==> config.mk <==
export PLATFORM = sky130hd
export DESIGN_NAME = four_motor_pattern_pwm
export DESIGN_NICKNAME = d
export VERILOG_FILES = /design/src/rtl/fmp_pkg.sv /design/src/rtl/fmp_port_builder.sv /design/src/rtl/four_motor_pattern_pwm.sv
export SDC_FILE = /design/constraint.sdc
export NUM_CORES = 1
export LEC_CHECK = 0
export CORE_UTILIZATION = 50
export DETAILED_ROUTE_END_ITERATION = 8
export DONT_BUFFER_PORTS = 1
export GPL_TIMING_DRIVEN = 0
export MAX_ROUTING_LAYER = met4
export SLEW_MARGIN = 10
export SYNTH_ARGS = -nofsm -noshare
export SYNTH_HDL_FRONTEND = slang
export SYNTH_SLANG_ARGS = --single-unit
==> constraint.sdc <==
create_clock -name clk -period 3.23 [get_ports clk]
set_clock_uncertainty 0.1 [all_clocks]
set_input_delay 0.1615 -clock clk [delete_from_list [all_inputs] [get_ports clk]]
set_output_delay 0.1615 -clock clk [all_outputs]
set_load 0.01 [all_outputs]
==> src/rtl/fmp_pkg.sv <==
package fmp_pkg;

  // Motor and speed limits.
  localparam int NUM_MOTORS    = 4;
  localparam int MAX_SPEED     = 6;
  localparam int PATTERN_COUNT = 7;
  localparam int PATTERN_W     = 16;
  localparam int PHASE_W       = 4;
  localparam int LEVEL_W       = 3;
  localparam int MOTOR_IDX_W   = 2;
  localparam int CFG_ADDR_W    = 5;
  localparam int CFG_DATA_W    = 32;

  typedef logic [PATTERN_W-1:0] pattern_t;
  typedef logic [LEVEL_W-1:0]   level_t;
  typedef logic [PHASE_W-1:0]   phase_t;

  // Request kinds on the input channel.
  typedef enum logic {
    KIND_TICK = 1'b0,
    KIND_SET  = 1'b1
  } kind_t;

  // State held for one motor.
  typedef struct packed {
    logic   rev;
    level_t level;
  } motor_t;

  // Pattern register reset values, one per speed level.
  localparam pattern_t PATTERN_RESET [PATTERN_COUNT] = '{
    16'h0000, 16'h8080, 16'h8888, 16'hAAAA, 16'hEEEE, 16'hFEFE, 16'hFFFF
  };

endpackage

==> src/rtl/fmp_port_builder.sv <==
module fmp_port_builder (
  input  fmp_pkg::pattern_t pattern [fmp_pkg::PATTERN_COUNT],
  input  fmp_pkg::motor_t   motors  [fmp_pkg::NUM_MOTORS],
  input  fmp_pkg::phase_t   phase,
  output logic [7:0]        port_byte
);

  // One on bit per speed level at the current slot; level 7 falls back to the top pattern.
  logic [(1 << fmp_pkg::LEVEL_W)-1:0] slot_on;

  always_comb begin
    for (int l = 0; l < (1 << fmp_pkg::LEVEL_W); l++) begin
      if (l < fmp_pkg::PATTERN_COUNT) begin
        slot_on[l] = pattern[l][phase];
      end else begin
        slot_on[l] = pattern[fmp_pkg::PATTERN_COUNT-1][phase];
      end
    end
  end

  // Each motor drives its on bit, and its reverse bit only while on.
  always_comb begin
    port_byte = 8'h00;
    for (int m = 0; m < fmp_pkg::NUM_MOTORS; m++) begin
      port_byte[4+m] = slot_on[motors[m].level];
      port_byte[m]   = slot_on[motors[m].level] & motors[m].rev;
    end
  end

endmodule

==> src/rtl/four_motor_pattern_pwm.sv <==
// Latency: an accepted request's port byte is registered in the output register and then shown on out_port_byte.
// Throughput: one request per cycle; the only limit is the single output register,
// which takes a new byte in the cycle its current one is taken.
// Reset (rst_n low, synchronous): all motors stopped and forward, PWM phase zero,
// pattern registers at their default values, no result pending.
module four_motor_pattern_pwm (
  input  logic                              clk,
  input  logic                              rst_n,
  input  logic                              in_valid,
  output logic                              in_ready,
  input  logic                              in_kind,
  input  logic [2:0]                        in_motor_index,
  input  logic signed [7:0]                 in_signed_speed,
  output logic                              out_valid,
  input  logic                              out_ready,
  output logic [7:0]                        out_port_byte,
  input  logic                              cfg_psel,
  input  logic                              cfg_penable,
  input  logic                              cfg_pwrite,
  input  logic [fmp_pkg::CFG_ADDR_W-1:0]    cfg_paddr,
  input  logic [fmp_pkg::CFG_DATA_W-1:0]    cfg_pwdata,
  output logic [fmp_pkg::CFG_DATA_W-1:0]    cfg_prdata,
  output logic                              cfg_pready
);

  fmp_pkg::pattern_t pattern_r [fmp_pkg::PATTERN_COUNT];
  fmp_pkg::motor_t   motors_r  [fmp_pkg::NUM_MOTORS];
  fmp_pkg::motor_t   motors_nxt [fmp_pkg::NUM_MOTORS];
  fmp_pkg::phase_t   phase_r;
  logic              out_valid_r;
  logic [7:0]        out_byte_r;
  logic [7:0]        byte_nxt;
  logic              in_fire;
  logic [2:0]        cfg_index;
  logic              cfg_write;
  logic [7:0]        speed_mag;
  fmp_pkg::level_t   speed_level;

  // The output register frees up when empty or when its byte is taken.
  assign in_ready  = !out_valid_r || out_ready;
  assign in_fire   = in_valid && in_ready;
  assign out_valid = out_valid_r;
  assign out_port_byte = out_byte_r;

  // Configuration port decode; it never stalls.
  assign cfg_pready = 1'b1;
  assign cfg_index  = cfg_paddr[fmp_pkg::CFG_ADDR_W-1:2];
  assign cfg_write  = cfg_psel && cfg_penable && cfg_pwrite;

  // Read back the addressed pattern register, zero for unused addresses.
  always_comb begin
    cfg_prdata = '0;
    if (cfg_index < 3'(fmp_pkg::PATTERN_COUNT)) begin
      cfg_prdata = fmp_pkg::CFG_DATA_W'(pattern_r[cfg_index]);
    end
  end

  // Pattern registers.
  always_ff @(posedge clk) begin
    if (!rst_n) begin
      pattern_r <= fmp_pkg::PATTERN_RESET;
    end else if (cfg_write && cfg_index < 3'(fmp_pkg::PATTERN_COUNT)) begin
      pattern_r[cfg_index] <= cfg_pwdata[fmp_pkg::PATTERN_W-1:0];
    end
  end

  // Speed magnitude, saturated to the top level; -128 gives 128 and saturates too.
  always_comb begin
    speed_mag = in_signed_speed[7] ? 8'(-in_signed_speed) : 8'(in_signed_speed);
    if (speed_mag > 8'(fmp_pkg::MAX_SPEED)) begin
      speed_level = fmp_pkg::level_t'(fmp_pkg::MAX_SPEED);
    end else begin
      speed_level = speed_mag[fmp_pkg::LEVEL_W-1:0];
    end
  end

  // A set-speed request to a real motor updates it before the byte is built.
  always_comb begin
    motors_nxt = motors_r;
    if (in_fire && in_kind == fmp_pkg::KIND_SET &&
        in_motor_index < 3'(fmp_pkg::NUM_MOTORS)) begin
      motors_nxt[in_motor_index[fmp_pkg::MOTOR_IDX_W-1:0]].rev   = in_signed_speed[7];
      motors_nxt[in_motor_index[fmp_pkg::MOTOR_IDX_W-1:0]].level = speed_level;
    end
  end

  fmp_port_builder u_builder (
    .pattern   (pattern_r),
    .motors    (motors_nxt),
    .phase     (phase_r),
    .port_byte (byte_nxt)
  );

  // Motor state and PWM phase advance once per accepted request.
  always_ff @(posedge clk) begin
    if (!rst_n) begin
      for (int m = 0; m < fmp_pkg::NUM_MOTORS; m++) begin
        motors_r[m] <= '0;
      end
      phase_r <= '0;
    end else if (in_fire) begin
      motors_r <= motors_nxt;
      phase_r  <= phase_r + fmp_pkg::phase_t'(1);
    end
  end

  // Output register handshake.
  always_ff @(posedge clk) begin
    if (!rst_n) begin
      out_valid_r <= 1'b0;
    end else if (in_fire) begin
      out_valid_r <= 1'b1;
    end else if (out_ready) begin
      out_valid_r <= 1'b0;
    end
  end

  // Output byte payload.
  always_ff @(posedge clk) begin
    if (in_fire) begin
      out_byte_r <= byte_nxt;
    end
  end

endmodule

==> out/summary.json <==
{
  "run_status": {"value": "finished clean"},
  "ys_seq_elements": {"value": 141},
  "route.detailed.wl_per_inst": {"value": 23.1, "unit": "um"},
  "placeableCoreArea": {"value": 14000, "unit": "um^2"},
  "cap_viol_max_count": {"value": 0},
  "worstPathMaxFanout": {"value": 10},
  "reported_net_switching_power": {"value": 1.05, "unit": "mW"},
  "share_comb_of_total_power": {"value": 11.3, "unit": "%"},
  "power.density_cell_area": {"value": 510, "unit": "nW/um^2"},
  "cts-buffers-inserted": {"value": 17},
  "ys_types": {"value": 57},
  "grt_first_pass_wirelength": {"value": 37700, "unit": "um"},
  "worst_setup_path_end_kind": {"value": "primary output"},
  "drt_drc_violations_left": {"value": 0},
  "cts.path.max_buffers": {"value": 2},
  "first_pass_iters": {"value": 5},
  "synth_warnings": {"value": 0},
  "chipHeight": {"value": 122, "unit": "um"},
  "flow.area_growth_from_synthesis": {"value": 14.8, "unit": "%"},
  "hpwl": {"value": 18600, "unit": "um"},
  "timing.final.crit_share": {"value": 98.3, "unit": "%"},
  "worst_hold_startpoint": {"value": "in_signed_speed[7]"},
  "rows": {"value": 43},
  "setup_total_negative_slack": {"value": 0, "unit": "ps"},
  "p_leak": {"value": 3.27, "unit": "nW"},
  "place.gp.congestion": {"value": 1.01},
  "floorplan.die.width": {"value": 122, "unit": "um"},
  "grt_remaining_overflow": {"value": 0},
  "timing.final.hold_violations": {"value": 0},
  "cts-htree-levels": {"value": 4},
  "clkLatencyLatePin": {"value": 430, "unit": "ps"},
  "post_synth_inst_count": {"value": 855},
  "fmax": {"value": 315, "unit": "MHz"},
  "ir_worst_vdd": {"value": 340, "unit": "uV"},
  "p_total": {"value": 4.24, "unit": "mW"},
  "numPortBuffers": {"value": 0},
  "drt_wl_total": {"value": 25400, "unit": "um"},
  "postSynth.topFlopCell": {"value": "sky130_fd_sc_hd__dfxtp_1"},
  "cts_num_sinks": {"value": 141},
  "ys_seq_area_share": {"value": 40.0, "unit": "%"},
  "first_global_vias": {"value": 6548},
  "die_area": {"value": 15000, "unit": "um^2"},
  "tightest_slew": {"value": 968, "unit": "ps"},
  "worst_r2r_endpoint": {"value": "out_port_byte[0]"},
  "layout.nets": {"value": 965},
  "drive_above_1_share": {"value": 12.6, "unit": "%"},
  "path_class": {"value": "input pin to primary output"},
  "sequentialPowerShare": {"value": 42.6, "unit": "%"},
  "report.final.slew_viol_count": {"value": 0},
  "p_sw_share": {"value": 24.9, "unit": "%"},
  "num_io_pins": {"value": 99},
  "clock_tree.root_cell": {"value": "sky130_fd_sc_hd__clkbuf_16"},
  "grt_setup_unrepaired": {"value": "false"},
  "synth_async_sr_flop_share": {"value": 0, "unit": "%"},
  "cts.reportedPaths.clkPinSlew": {"value": 60, "unit": "ps"},
  "worst_slack": {"value": 53.8, "unit": "ps"},
  "grt_max_degree": {"value": 17},
  "cp-start-kind": {"value": "input pin"},
  "intPower": {"value": 3.19, "unit": "mW"},
  "crit_path_end": {"value": "cfg_prdata[7]"},
  "cts.repair_timing.setup_buffer_count": {"value": 0},
  "antenna_violations_before_repair": {"value": 0},
  "preCtsSetupSlack": {"value": -60.8, "unit": "ps"},
  "synth_area": {"value": 7250, "unit": "um^2"},
  "critical_path.reg2reg.startpoint": {"value": "phase_r[1]"},
  "reg2regPathDepth": {"value": 7},
  "worst-endpoint-arrival": {"value": 2910, "unit": "ps"},
  "synth_edf_count": {"value": 8},
  "initialDrtViolationCount": {"value": 637},
  "cts_tree": {"value": "yes"},
  "final-setup-viol-count": {"value": 0},
  "worst-endpoint-required": {"value": 2970, "unit": "ps"},
  "ff2ff_setup_slack": {"value": 90, "unit": "ps"},
  "worstHoldPathType": {"value": "input pin to register"},
  "n_antenna_cell": {"value": 0},
  "grt_usage": {"value": 36.3, "unit": "%"},
  "power_frac_clock": {"value": 46.2, "unit": "%"},
  "relSlewSlack": {"value": 35.5, "unit": "%"},
  "syn-mean-instance-area": {"value": 8.48, "unit": "um^2"},
  "detail-route-antenna-nets": {"value": 0},
  "detail_route.vias_per_cell": {"value": 6.22},
  "min_period": {"value": 3180, "unit": "ps"},
  "via_count": {"value": 6839},
  "initial_utilization": {"value": 51.7, "unit": "%"},
  "crit_start": {"value": "cfg_paddr[2]"}
}
## Yosys cell counts, types with 4 or more instances
cell type / number / share of area, %
sky130_fd_sc_hd__dfxtp_1: 133 / 37
sky130_fd_sc_hd__buf_4: 18 / 1.9
sky130_fd_sc_hd__buf_1: 6 / 0.31
sky130_fd_sc_hd__mux2i_1: 22 / 3.0
sky130_fd_sc_hd__edfxtp_1: 8 / 3.3
sky130_fd_sc_hd__o21ai_0: 11 / 0.76
sky130_fd_sc_hd__nor2b_1: 12 / 1.0
sky130_fd_sc_hd__clkbuf_1: 51 / 2.6
sky130_fd_sc_hd__nand2_1: 250 / 13
sky130_fd_sc_hd__nor2_1: 41 / 2.1
sky130_fd_sc_hd__mux4_2: 33 / 10
sky130_fd_sc_hd__a22oi_1: 42 / 4.3
sky130_fd_sc_hd__nand4_1: 6 / 0.52
sky130_fd_sc_hd__o221ai_1: 8 / 0.97
sky130_fd_sc_hd__nand3_1: 64 / 4.4
sky130_fd_sc_hd__a21oi_1: 61 / 4.2
sky130_fd_sc_hd__inv_1: 5 / 0.26
sky130_fd_sc_hd__a31oi_1: 4 / 0.34
sky130_fd_sc_hd__mux2_2: 20 / 3.1
sky130_fd_sc_hd__and2_1: 8 / 0.69
## critical path, stage by stage
cell and delay, ps:
sky130_fd_sc_hd__clkbuf_1 530, sky130_fd_sc_hd__clkbuf_1 650, sky130_fd_sc_hd__buf_1 710, sky130_fd_sc_hd__clkbuf_1 480
sky130_fd_sc_hd__o221ai_1 370
## cell families (layout without fill, tap and decap cells)
logic type	count (synthesis)	count (layout)	synth area share [%]
simple gates	402	402	23.8
compound gates	141	141	12.5
flops	141	141	40.0
buf+inv	83	132	5.26
mux	80	80	17.4
xor+xnor	4	4	0.483
fa+ha+maj	2	2	0.345
other cells	2	17	0.104
## worst min path at each step
stage / endpoint / slack [ps] / cells past startpoint
after CTS: pattern_r[24] / 7 / 4
final: motors_r[11] / 20 / 3
after global routing: motors_r[7] / 30 / 3
after detailed placement: pattern_r[39] / 190 / 2
after floorplan: pattern_r[0] / 190 / 2
after global placement: pattern_r[67] / 190 / 2
## flip-flops by register name (all words and copies together), names as in the netlist
| name | flops |
|---|---|
| pattern_r | 112 |
| phase_r | 4 |
| motors_r | 16 |
| out_valid | 1 |
| out_port_byte | 8 |
## power by group through the flow
stage	registers (mW)	clock network, mW	logic [mW]
after CTS	1.80	1.97	0.466
after floorplan	1.83	0	0.303
final	1.81	1.96	0.478
after detailed placement	1.84	0	0.415
after global placement	1.84	0	0.408
after global routing	1.81	2.06	0.505
## layout make-up
class	count	area (um^2)
sequential	141	2900
multi-input combinational	646	4030
clock inverter	6	82.6
clock buffer	25	505
fill	1205	5720
timing repair buffer	19	190
tap	180	225
buffer	76	363
inverter	6	22.5
## per-stage QoR
| stage | util [%] | instances | area, um^2 | hold slack, ps |
|---|---|---|---|---|
| final | 59.3 | 1099 | 8330 | 16.8 |
| after global routing | 59.3 | 1099 | 8330 | 31.7 |
| after CTS | 59.2 | 1099 | 8320 | 7.14 |
| after detailed placement | 53.7 | 1050 | 7540 | 192 |
| after global placement | 53.7 | 1050 | 7540 | 188 |
| after floorplan | - | 870 | 7310 | 185 |
## placed cells by master (no fill, tap or decap), drive strengths merged, types with 12 or more instances in the layout
| master | netlist | final |
|---|---|---|
| a21oi | 61 | 61 |
| nand2 | 250 | 250 |
| clkbuf | 51 | 75 |
| mux2 | 22 | 22 |
| buf | 26 | 25 |
| nor2b | 12 | 12 |
| o21ai | 12 | 12 |
| mux4 | 33 | 33 |
| nor2 | 41 | 41 |
| a22oi | 42 | 42 |
| nand3 | 64 | 64 |
| dlygate4sd3 | 0 | 19 |
| conb | 2 | 17 |
| dfxtp | 133 | 133 |
| mux2i | 25 | 25 |
## layer usage
| metal | vias up | wire length, um | part of all wire, % | track usage, % |
|---|---|---|---|---|
| met5 | - | 0 | 0 | - |
| met4 | 0 | 1230 | 4.8 | 19.3 |
| met3 | 94 | 2190 | 8.6 | 7.67 |
| met2 | 392 | 12400 | 49 | 59.4 |
| met1 | 3280 | 9590 | 38 | 41.5 |
| li1 | 3073 | - | - | - |
## timing repair
item	4_1_cts	5_1_grt
hold buffers	19	0
endpoints found under the hold margin	113	0
resized for setup	2	1
endpoints found under the setup margin	4	2
Power figures use the tool's default switching activity.
